### config.mk
export PLATFORM = sky130hd
export DESIGN_NAME = complete_bst_level_order_builder_flat
export DESIGN_NICKNAME = d
export VERILOG_FILES = /design/src/hdl/cbst_pkg.sv /design/src/hdl/cbst_if.sv /design/src/hdl/cbst_ram.sv /design/src/hdl/complete_bst_level_order_builder.sv /design/src/flat_wrapper.sv
export SDC_FILE = /design/constraint.sdc
export NUM_CORES = 2
export LEC_CHECK = 0
export BUFFER_PORTS_ARGS = -buffer_cell sky130_fd_sc_hd__buf_2
export CAP_MARGIN = 15
export CORE_MARGIN = 2
export CORE_UTILIZATION = 52
export DETAILED_ROUTE_END_ITERATION = 8
export GPL_TIMING_DRIVEN = 0
export PLACE_DENSITY = 0.67
export REMOVE_ABC_BUFFERS = 1
export SLEW_MARGIN = 20
export SYNTH_ARGS = -nofsm -noshare
export SYNTH_HDL_FRONTEND = slang
export SYNTH_HIERARCHICAL = 1
export SYNTH_SLANG_ARGS = --single-unit
### constraint.sdc
create_clock -name clk -period 9.56 [get_ports clk]
set_input_delay 2.868 -clock clk [delete_from_list [all_inputs] [get_ports clk]]
set_output_delay 2.868 -clock clk [all_outputs]
set_load 0.1 [all_outputs]
### src/hdl/cbst_pkg.sv
`timescale 1ns / 1ps
`default_nettype none

package cbst_pkg;

  // Width of one key and of one tree result.
  localparam int KEY_W = 32;

  // Default store depth of the block.
  localparam int MAX_KEYS_DEF = 64;

  typedef logic signed [KEY_W-1:0] key_t;

endpackage

`default_nettype wire

### src/hdl/cbst_if.sv
`timescale 1ns / 1ps
`default_nettype none

// Input channel: one key per item, with the end-of-batch flag.
interface cbst_key_if
  import cbst_pkg::*;
();
  logic valid;
  logic ready;
  key_t key;
  logic last_key;

  modport source (output valid, output key, output last_key, input ready);
  modport sink (input valid, input key, input last_key, output ready);
endinterface

// Result channel: one tree position per item, in level order.
interface cbst_tree_if
  import cbst_pkg::*;
();
  logic valid;
  logic ready;
  key_t tree_key;
  logic last_out;
  logic overflow;

  modport source (output valid, output tree_key, output last_out, output overflow,
                  input ready);
  modport sink (input valid, input tree_key, input last_out, input overflow,
                output ready);
endinterface

`default_nettype wire

### src/hdl/cbst_ram.sv
`timescale 1ns / 1ps
`default_nettype none

// Simple dual-port key memory: one write port, one read port with registered data.
module cbst_ram
  import cbst_pkg::*;
#(
  parameter int DEPTH = MAX_KEYS_DEF,
  localparam int AW = (DEPTH > 1) ? $clog2(DEPTH) : 1
) (
  input  wire logic          clk,
  input  wire logic          we,
  input  wire logic [AW-1:0] waddr,
  input  wire key_t          wdata,
  input  wire logic [AW-1:0] raddr,
  output key_t               rdata
);

  key_t mem [DEPTH];

  // Write port.
  always_ff @(posedge clk) begin
    if (we) begin
      mem[waddr] <= wdata;
    end
  end

  // Read port, registered: data follows the address in the next cycle.
  always_ff @(posedge clk) begin
    rdata <= mem[raddr];
  end

endmodule

`default_nettype wire

### src/hdl/complete_bst_level_order_builder.sv
`timescale 1ns / 1ps
`default_nettype none

// Collects a batch of signed keys, one item per cycle, until the item flagged last_key.
// Keys beyond MAX_KEYS are dropped and the batch is marked with overflow. After the
// last key the block stops accepting, sorts the keys in place with an insertion sort
// (a shared compare unit against a one-write, one-read memory), walks the positions of
// the complete tree in order to lay the sorted keys out in array order, and then emits
// the tree in level order, one item per position, with last_out on the final one. The
// sort shifts key i once for each earlier key greater than it, so at most about n*n/2
// shifts in total; each result is held until it is taken before the next is read from
// the layout store. The sort loop over the key memory dominates for large batches.
module complete_bst_level_order_builder
  import cbst_pkg::*;
#(
  parameter int MAX_KEYS = MAX_KEYS_DEF
) (
  input  wire logic   clk,
  input  wire logic   rst_n,
  cbst_key_if.sink    in_chan,
  cbst_tree_if.source out_chan
);

  localparam int AW = (MAX_KEYS > 1) ? $clog2(MAX_KEYS) : 1;
  localparam int CW = $clog2(MAX_KEYS + 1);
  localparam int PW = CW + 1;

  typedef enum logic [3:0] {
    ST_LOAD,
    ST_SI_RD,
    ST_SI_CUR,
    ST_SJ_CMP,
    ST_SJ_PUT,
    ST_DESC,
    ST_PL_RD,
    ST_PL_WR,
    ST_ASC,
    ST_OUT_RD,
    ST_OUT_LD
  } state_t;

  state_t state_r, state_nxt;

  logic [CW-1:0] count_r, count_nxt;
  logic          dropped_r, dropped_nxt;
  logic [CW-1:0] n_r, n_nxt;
  logic          ovf_r, ovf_nxt;
  logic [CW-1:0] i_r, i_nxt;
  logic [CW-1:0] j_r, j_nxt;
  logic [CW-1:0] k_r, k_nxt;
  logic [CW-1:0] o_r, o_nxt;
  logic [CW-1:0] p_r, p_nxt;
  key_t          cur_r, cur_nxt;
  key_t          out_key_r, out_key_nxt;
  logic          out_last_r, out_last_nxt;
  logic          out_ovf_r, out_ovf_nxt;
  logic          out_valid_r, out_valid_nxt;

  logic          key_we;
  logic [AW-1:0] key_waddr;
  key_t          key_wdata;
  logic [AW-1:0] key_raddr;
  key_t          key_rd;

  logic          lay_we;
  logic [AW-1:0] lay_waddr;
  key_t          lay_wdata;
  logic [AW-1:0] lay_raddr;
  key_t          lay_rd;

  logic          in_acc;
  logic          out_acc;
  logic          has_room;
  logic [CW-1:0] n_new;
  logic [CW-1:0] i_inc;
  logic [CW-1:0] i_dec;
  logic [CW-1:0] j_dec;
  logic [CW-1:0] j_dec2;
  logic [CW-1:0] k_inc;
  logic [CW-1:0] o_inc;
  logic [PW-1:0] left_pos;
  logic [PW-1:0] right_pos;
  logic [CW-1:0] parent_pos;
  logic [PW-1:0] n_wide;

  // Key store: arrival order, sorted in place.
  cbst_ram #(.DEPTH(MAX_KEYS)) u_key_ram (
    .clk   (clk),
    .we    (key_we),
    .waddr (key_waddr),
    .wdata (key_wdata),
    .raddr (key_raddr),
    .rdata (key_rd)
  );

  // Layout store: tree in array order.
  cbst_ram #(.DEPTH(MAX_KEYS)) u_lay_ram (
    .clk   (clk),
    .we    (lay_we),
    .waddr (lay_waddr),
    .wdata (lay_wdata),
    .raddr (lay_raddr),
    .rdata (lay_rd)
  );

  // Handshakes and port drive.
  assign in_chan.ready     = (state_r == ST_LOAD);
  assign in_acc            = in_chan.valid && (state_r == ST_LOAD);
  assign out_acc           = out_valid_r && out_chan.ready;
  assign out_chan.valid    = out_valid_r;
  assign out_chan.tree_key = out_key_r;
  assign out_chan.last_out = out_last_r;
  assign out_chan.overflow = out_ovf_r;

  // Counter and tree position arithmetic.
  assign has_room   = (count_r < CW'(MAX_KEYS));
  assign n_new      = has_room ? count_r + CW'(1) : count_r;
  assign i_inc      = i_r + CW'(1);
  assign i_dec      = i_r - CW'(1);
  assign j_dec      = j_r - CW'(1);
  assign j_dec2     = j_r - CW'(2);
  assign k_inc      = k_r + CW'(1);
  assign o_inc      = o_r + CW'(1);
  assign left_pos   = {p_r, 1'b0} + PW'(1);
  assign right_pos  = {p_r, 1'b0} + PW'(2);
  assign parent_pos = (p_r - CW'(1)) >> 1;
  assign n_wide     = {1'b0, n_r};

  // Sequencer: load, sort, layout walk, output.
  always_comb begin
    state_nxt     = state_r;
    count_nxt     = count_r;
    dropped_nxt   = dropped_r;
    n_nxt         = n_r;
    ovf_nxt       = ovf_r;
    i_nxt         = i_r;
    j_nxt         = j_r;
    k_nxt         = k_r;
    o_nxt         = o_r;
    p_nxt         = p_r;
    cur_nxt       = cur_r;
    out_key_nxt   = out_key_r;
    out_last_nxt  = out_last_r;
    out_ovf_nxt   = out_ovf_r;
    out_valid_nxt = out_acc ? 1'b0 : out_valid_r;
    key_we        = 1'b0;
    key_waddr     = '0;
    key_wdata     = '0;
    key_raddr     = '0;
    lay_we        = 1'b0;
    lay_waddr     = '0;
    lay_wdata     = '0;
    lay_raddr     = '0;

    unique case (state_r)
      ST_LOAD: begin
        if (in_acc) begin
          if (has_room) begin
            key_we    = 1'b1;
            key_waddr = count_r[AW-1:0];
            key_wdata = in_chan.key;
            count_nxt = count_r + CW'(1);
          end else begin
            dropped_nxt = 1'b1;
          end
          if (in_chan.last_key) begin
            // Snapshot the batch and reopen the store for the next one.
            n_nxt       = n_new;
            ovf_nxt     = dropped_r || !has_room;
            count_nxt   = '0;
            dropped_nxt = 1'b0;
            i_nxt       = CW'(1);
            k_nxt       = '0;
            o_nxt       = '0;
            p_nxt       = '0;
            state_nxt   = (n_new > CW'(1)) ? ST_SI_RD : ST_DESC;
          end
        end
      end

      ST_SI_RD: begin
        key_raddr = i_r[AW-1:0];
        state_nxt = ST_SI_CUR;
      end

      ST_SI_CUR: begin
        // Hold the key being inserted and fetch its left neighbor.
        cur_nxt   = key_rd;
        key_raddr = i_dec[AW-1:0];
        j_nxt     = i_r;
        state_nxt = ST_SJ_CMP;
      end

      ST_SJ_CMP: begin
        key_we    = 1'b1;
        key_waddr = j_r[AW-1:0];
        if (key_rd > cur_r) begin
          // Shift the larger key right and look one further left.
          key_wdata = key_rd;
          j_nxt     = j_dec;
          if (j_r == CW'(1)) begin
            state_nxt = ST_SJ_PUT;
          end else begin
            key_raddr = j_dec2[AW-1:0];
          end
        end else begin
          key_wdata = cur_r;
          i_nxt     = i_inc;
          state_nxt = (i_inc == n_r) ? ST_DESC : ST_SI_RD;
        end
      end

      ST_SJ_PUT: begin
        key_we    = 1'b1;
        key_waddr = '0;
        key_wdata = cur_r;
        i_nxt     = i_inc;
        state_nxt = (i_inc == n_r) ? ST_DESC : ST_SI_RD;
      end

      ST_DESC: begin
        // Go down left children to the leftmost position of the subtree.
        if (left_pos < n_wide) begin
          p_nxt = left_pos[CW-1:0];
        end else begin
          state_nxt = ST_PL_RD;
        end
      end

      ST_PL_RD: begin
        key_raddr = k_r[AW-1:0];
        state_nxt = ST_PL_WR;
      end

      ST_PL_WR: begin
        lay_we    = 1'b1;
        lay_waddr = p_r[AW-1:0];
        lay_wdata = key_rd;
        k_nxt     = k_inc;
        if (k_inc == n_r) begin
          state_nxt = ST_OUT_RD;
        end else if (right_pos < n_wide) begin
          p_nxt     = right_pos[CW-1:0];
          state_nxt = ST_DESC;
        end else begin
          state_nxt = ST_ASC;
        end
      end

      ST_ASC: begin
        // Climb while coming from a right child; stop after a left child.
        p_nxt = parent_pos;
        if (p_r[0]) begin
          state_nxt = ST_PL_RD;
        end
      end

      ST_OUT_RD: begin
        lay_raddr = o_r[AW-1:0];
        if (!out_valid_r) begin
          state_nxt = ST_OUT_LD;
        end
      end

      ST_OUT_LD: begin
        out_key_nxt   = lay_rd;
        out_last_nxt  = (o_inc == n_r);
        out_ovf_nxt   = ovf_r;
        out_valid_nxt = 1'b1;
        o_nxt         = o_inc;
        state_nxt     = (o_inc == n_r) ? ST_LOAD : ST_OUT_RD;
      end

      default: begin
        state_nxt = ST_LOAD;
      end
    endcase
  end

  // State and registered outputs.
  always_ff @(posedge clk) begin
    if (!rst_n) begin
      state_r     <= ST_LOAD;
      count_r     <= '0;
      dropped_r   <= 1'b0;
      out_valid_r <= 1'b0;
    end else begin
      state_r     <= state_nxt;
      count_r     <= count_nxt;
      dropped_r   <= dropped_nxt;
      out_valid_r <= out_valid_nxt;
    end
    n_r        <= n_nxt;
    ovf_r      <= ovf_nxt;
    i_r        <= i_nxt;
    j_r        <= j_nxt;
    k_r        <= k_nxt;
    o_r        <= o_nxt;
    p_r        <= p_nxt;
    cur_r      <= cur_nxt;
    out_key_r  <= out_key_nxt;
    out_last_r <= out_last_nxt;
    out_ovf_r  <= out_ovf_nxt;
  end

endmodule

`default_nettype wire
### src/flat_wrapper.sv
// flat-port wrapper written by rule: the top's interface ports become plain ports
module complete_bst_level_order_builder_flat import cbst_pkg::*;
#(
  parameter int MAX_KEYS = MAX_KEYS_DEF
)
  (clk, rst_n, in_chan_valid, in_chan_key, in_chan_last_key, in_chan_ready, out_chan_valid, out_chan_tree_key, out_chan_last_out, out_chan_overflow, out_chan_ready);
  cbst_key_if in_chan_i ();
  cbst_tree_if out_chan_i ();
  input  wire logic clk;
  input  wire logic rst_n;
  input wire logic [$bits(in_chan_i.valid)-1:0] in_chan_valid;
  input wire logic [$bits(in_chan_i.key)-1:0] in_chan_key;
  input wire logic [$bits(in_chan_i.last_key)-1:0] in_chan_last_key;
  output wire logic [$bits(in_chan_i.ready)-1:0] in_chan_ready;
  output wire logic [$bits(out_chan_i.valid)-1:0] out_chan_valid;
  output wire logic [$bits(out_chan_i.tree_key)-1:0] out_chan_tree_key;
  output wire logic [$bits(out_chan_i.last_out)-1:0] out_chan_last_out;
  output wire logic [$bits(out_chan_i.overflow)-1:0] out_chan_overflow;
  input wire logic [$bits(out_chan_i.ready)-1:0] out_chan_ready;
  assign in_chan_i.valid = in_chan_valid;
  assign in_chan_i.key = in_chan_key;
  assign in_chan_i.last_key = in_chan_last_key;
  assign in_chan_ready = in_chan_i.ready;
  assign out_chan_valid = out_chan_i.valid;
  assign out_chan_tree_key = out_chan_i.tree_key;
  assign out_chan_last_out = out_chan_i.last_out;
  assign out_chan_overflow = out_chan_i.overflow;
  assign out_chan_i.ready = out_chan_ready;
  complete_bst_level_order_builder #(.MAX_KEYS(MAX_KEYS)) u_core (.clk(clk), .rst_n(rst_n), .in_chan(in_chan_i), .out_chan(out_chan_i));
endmodule
* Yosys cells after proc, flatten, opt, wreduce, memory -nomap -nowiden
Memories as Yosys holds them, arrays and structs flattened. A register that Yosys moved wholly into a read port is not among the register bits.
Index checks and enable logic that the tools add are counted.
** Operators by class
- Add/sub/neg operators :: 10
- Magnitude comparators :: 5
- Eq/ne operators :: 26
- Multiplexer cells :: 54
- Reduce and logical (&&, ||, !) cells :: 21
** Operators with widths (count)
- $mux 32 :: 4
- $pmux 32 s3 :: 1
- $mux 7 :: 11
- $pmux 4 s11 :: 1
- $pmux 7 s2 :: 3
- $mux 4 :: 10
- $mux 6 :: 6
- $gt 32x32->1 :: 1
- $add 7x1->7 const B :: 4
- $pmux 7 s4 :: 1
- $pmux 6 s4 :: 1
- $eq 7x7->1 :: 3
- $pmux 7 s3 :: 1
- $eq 4x3->1 const B :: 4
- $lt 8x7->1 :: 2
- $sub 7x1->7 const B :: 2
- $eq 4x4->1 const B :: 3
- $ne 2x2->1 const B :: 6
- $pmux 6 s2 :: 1
- $reduce_and 3->1 :: 4
- $reduce_and 6->1 :: 2
- $mux 1 :: 11
- $ne 2x1->1 const B :: 5
- $add 8x1->8 const B :: 1
- 21 further kinds :: 28
** Storage, ports and cells
- Register bits after elaboration :: 122
- RAM bits :: 4096
- Input bits :: 37
- Output and inout bits :: 36
- Word-level logic and storage cells :: 133
- Memories :: 2
** Memories
- u_core.u_key_ram.mem :: depth 64, width 32, read ports 1, clocked after memory_dff 1, wr ports 1, line cbst_ram.sv:19 : key_t mem [DEPTH];
- u_core.u_lay_ram.mem :: depth 64, width 32, read ports 1, clocked after memory_dff 1, wr ports 1, line cbst_ram.sv:19

* Depth between registers and ports, before layout
- Word-level depth :: 7
- Gate-level depth with buffers :: 21
- Gate-level depth less buffers :: 14

* Modules after synthesis
Netlist, hierarchy kept.
** Modules (own cells, without submodules)
- cbst_ram at u_core.u_lay_ram :: instances 1, cells an instance 3324, area an instance 78515.3 sq um, seq. area each 62139.6 sq um
- cbst_ram at u_core.u_key_ram :: instances 1, cells an instance 3324, area an instance 78512.8 sq um, seq. area each 62139.6 sq um
- complete_bst_level_order_builder :: instances 1, cells an instance 745, area an instance 7647.3 sq um, seq. area each 3533.4 sq um

* Worst setup path before layout
Ideal clock, no wire load.
- Kind :: in2reg
- Start :: in in_chan_valid
- End :: mem u_core/u_key_ram/mem[49][0] (netlist bit), enable pin
- Setup time :: 0.461 ns
- Arrival :: 6.471 ns
- Data required time :: 9.099 ns
- Path slack :: 2.628 ns
- Cell stages on the path :: 7
- Buffers on the path :: 2
- Path through :: nand2_1 > nor2_2 > clkbuf_1 > a22o_1 > clkbuf_1 > nand4_1 > nor3_1
** On the way
- Elaborated cells between the ends (all ways) :: 7
- Classes of those cells :: mux (6); reduce/logical (1)
** RTL lines
- start: declaration :: line flat_wrapper.sv:11 : input wire logic [$bits(in_chan_i.valid)-1:0] in_chan_valid;
- $logic_and 1x1->1 :: line complete_bst_level_order_builder.sv:108 : assign in_acc = in_chan.valid && (state_r == ST_LOAD);
- $mux 6 :: line complete_bst_level_order_builder.sv:157 : if (in_acc) begin
- $pmux 6 s2 :: line complete_bst_level_order_builder.sv:155 : unique case (state_r)
- net u_core.key_waddr[5] :: line complete_bst_level_order_builder.sv:60 : logic [AW-1:0] key_waddr;
- end: declaration :: line cbst_ram.sv:19
The timed path passes the listed nets, and every way through them passes these cells.

* Worst setup path in the final report
- Start :: reg u_core.cur_r[13]
- End :: reg u_core.u_key_ram.rdata[26] (read register of u_core.u_key_ram.mem)
** On the way
- Cells in the longest elaborated chain, start to end :: 3
** Ends and longest elaborated chain
- start: declaration :: line complete_bst_level_order_builder.sv:53 : key_t cur_r, cur_nxt;
- start signal: assignment :: line complete_bst_level_order_builder.sv:300 : cur_r <= cur_nxt;
- $gt 32x32->1 :: line complete_bst_level_order_builder.sv:197 : if (key_rd > cur_r) begin
- $mux 6 :: line complete_bst_level_order_builder.sv:197
- $pmux 6 s4 :: line complete_bst_level_order_builder.sv:155
- net u_core.key_raddr[0] :: line complete_bst_level_order_builder.sv:62 : logic [AW-1:0] key_raddr;
- end: declaration :: line cbst_ram.sv:16 : output key_t rdata
The timed path passes the listed nets, and every way through them passes these cells.
A chain may end at the register's enable or synchronous reset.

==> reports/metrics.csv <==
stage,metric,value,unit
synth,yosys.area.top_type_share,76.68,%
clock_network,clkLatencyLatePin,0.97,ns
detailed_routing,detail-route-antenna-nets,1,
critical_path,worst_setup_path_start_kind,flip-flop,
clock_network,ctsHoldBuffers,0,
timing,report.final.slew_viol_count,0,
floorplan,die_h,566.7,um
clock_network,ctsRootBufferMaster,clkbuf_16,
outcome,violations,antenna violations,
synth,synth_warnings,6,
floorplan,rows,206,
synth,async_flop_share,0,%
detailed_routing,vias_per_cell,6.538,
synth,ys_seq_elements,4282,
final_layout,layout-drive-gt1-share,29.29,%
global_route,antenna_found_initial,12,
synth,ys.flop_type,edfxtp_1,
detailed_routing,firstDrtPassIters,7,
floorplan,io_pins,73,
placement,io_buffers,72,
synth,syn_avg_cell_area,22.27,um^2
timing,tightest_slew,1.252,ns
synth,post_synth_main_area_contributors,"edfxtp_1 (77%), mux4_2 (15%), mux2i_1 (1.1%), dfxtp_1 (0.94%), nor2_1 (0.72%)",
timing,rsz0062_at_grt,false,
global_route,grt_start_max_net_pins,65,
timing,min_period,7.274,ns
critical_path,critPathArrivalTime,7.98,ns
detailed_routing,routedWlPerCell,33.89,um
global_route,gr-total-overflow,0,
global_route,grt_pass1_vias,81180,
critical_path,r2r_cells,20,
clock_network,clkTransAtPathRegs,0.06,ns
synth,yosysTopAreaCell,edfxtp_1,
detailed_routing,dr.first_iter.drc_count,11500,
clock_network,cts_setup_buffers,0,
final_layout,final_nets,8009,
critical_path,cp_data_required_time,10.27,ns
final_layout,layout_commonest_cell,edfxtp_1,
job,drv_cap,0,
floorplan,initial_core_util,52.28,%
critical_path,ff2ff_setup_slack,2.29,ns
clock_network,cts_buffers,418,
timing,slew_headroom,16.50,%
hold_path,min_path_cells,0,
clock_network,h-tree-depth,5,
synth,synth_cell_types,72,
detailed_routing,remaining_drc_errors,0,
final_layout,final_cell_mix,"edfxtp_1 (4205), mux4_2 (1088), clkbuf_16 (424)",
critical_path,worstPathMaxFanout,12,
outcome,status,finished with violations,
global_route,grt_first_pass_wirelength,597600,um
placement,dp_hpwl,270400,um
placement,gp_congestion,0.8451,
timing,fin_crit_sh,76.08,%
synth,seq_area_frac_synth,77.61,%
synth,synth_area,0.1647,mm^2
final_layout,fin_util,61.36,%
power,powerDensity,253.1,mW/mm^2
clock_network,clockBufferDepth,4,
power,cellLeakagePower,0.05651,uW
final_layout,final_cells,12440,
power,max-vdd-ir-drop,0.1830,mV
power,power,48920,uW
critical_path,cp-end-kind,flip-flop,
final_layout,syn_to_final_growth,17.37,%
detailed_routing,drt-total-wl,421500,um
floorplan,core,0.3150,mm^2
timing,hold_viol,0,
global_route,track_usage,26.12,%
critical_path,crit_type,flip-flop to flip-flop,
clock_network,tritoncts,yes,
timing,setup_viol_count_final,0,
timing,fmax,137.5,MHz
detailed_routing,num_vias,81320,
clock_network,cts.repair.resized,0,
floorplan,die_area,0.3212,mm^2
hold_path,hold_class,flip-flop to flip-flop,
timing,finalClockSkew,0.06752,ns
clock_network,cts.sinks,4282,
placement,dp_cells,11660,
synth,netlist_instances,7393,
floorplan,die_x,566.7,um
synth,synth_edf_count,4205,
## cells in the mapped netlist, drive strengths merged (11+ instances only)
master  instances
edfxtp       4205
mux4         1088
nor2          319
buf           218
mux2i         187
clkbuf        182
o22ai         176
a21oi         155
nand2          97
inv            87
dfxtp          77
ha             56
o221ai         54
and2           49
nor2b          45
xnor2          34
a222oi         33
o21ai          32
nand3          29
a22oi          27
nor3           27
xor2           24
nand2b         23
and3           19
a311oi         16
nand4          16
nand3b         11
## final cells by class
class | count | area, um^2
Clock inverter | 237 | 2323
Fill cell | 20820 | 121700
Timing Repair Buffer | 503 | 10720
Antenna cell | 17 | 42.54
Tap cell | 4160 | 5205
Inverter | 88 | 335.3
Clock buffer | 528 | 11070
Sequential cell | 4282 | 127800
Multi-Input combinational cell | 2623 | 35760
## path summary, 6_finish.rpt
check                            startpoint                           to
setup / recovery           u_core/cur_r[13]   u_core/u_key_ram/rdata[26]
hold / removal    u_core/u_lay_ram/rdata[0]  u_core/out_chan.tree_key[0]
setup reg to reg           u_core/cur_r[13]   u_core/u_key_ram/rdata[26]
hold reg to reg   u_core/u_lay_ram/rdata[0]  u_core/out_chan.tree_key[0]
## metal layers
metal  track usage, %  vias to the layer above  share of wire (%)
met5                0                        -             0.0055
met4            10.50                        4                4.5
met3            4.554                      834                9.4
met2            41.88                     4667                 48
met1            36.00                    43410                 38
li1                 -                    32400                  -
## kinds of logic after synthesis
kind of cell | after synthesis | share of synthesized area, %
AOI/OAI and AO/OA | 550 | 2.257
xor gates and xnor gates | 61 | 0.3495
adders and majority gates | 56 | 0.4255
buffers and inverters | 488 | 1.383
DFF | 4282 | 77.61
muxes | 1275 | 16.02
and+or+nand+nor | 681 | 1.954
## per-stage QoR
step,instance area (um^2),worst slack (ns),hold slack [ns],setup TNS [ns]
floorplan,162700,-42.45,0.3855,-1729.72
global placement,168300,-73.09,0.3890,-3282.37
detailed placement,179800,2.388,0.3887,0
CTS,193200,2.409,0.4030,0
global route,193200,2.222,0.4083,0
finish,193300,2.286,0.4036,0
## report_power, final
group	switching (uW)	leakage [uW]	total, uW	internal (uW)
sequential	277	0.0367	22400	22100
combinational	6170	0.0133	10400	4200
clock	6890	0.00655	16200	9290
total	13300	0.0565	48900	35600
## registers in the layout, indices dropped and copies added (netlist names), 32 cells and up
register	count
u_core/cur_r	32
u_core/u_lay_ram/rdata	32
u_core/u_key_ram/mem	2048
u_core/u_lay_ram/mem	2048
u_core/u_key_ram/rdata	32
u_core/out_chan.tree_key	32
## critical path: stages (launching register included)
cell and delay [ns]:
edfxtp_1 0.36, inv_1 0.05, ha_1 0.29, nand4_1 0.27
nor4_1 0.79, o21ai_0 0.22, nand4_1 0.23, a211oi_2 0.14
or2_1 0.51, o22ai_4 0.47, buf_16 0.23, buf_8 0.18
buf_16 0.17, buf_16 0.17, buf_16 0.18, buf_16 0.17
buf_16 0.16, mux4_2 0.50, mux4_2 0.56, o22ai_1 0.99
nor2_1 0.32
No activity file was read; power rests on OpenSTA's default activity.
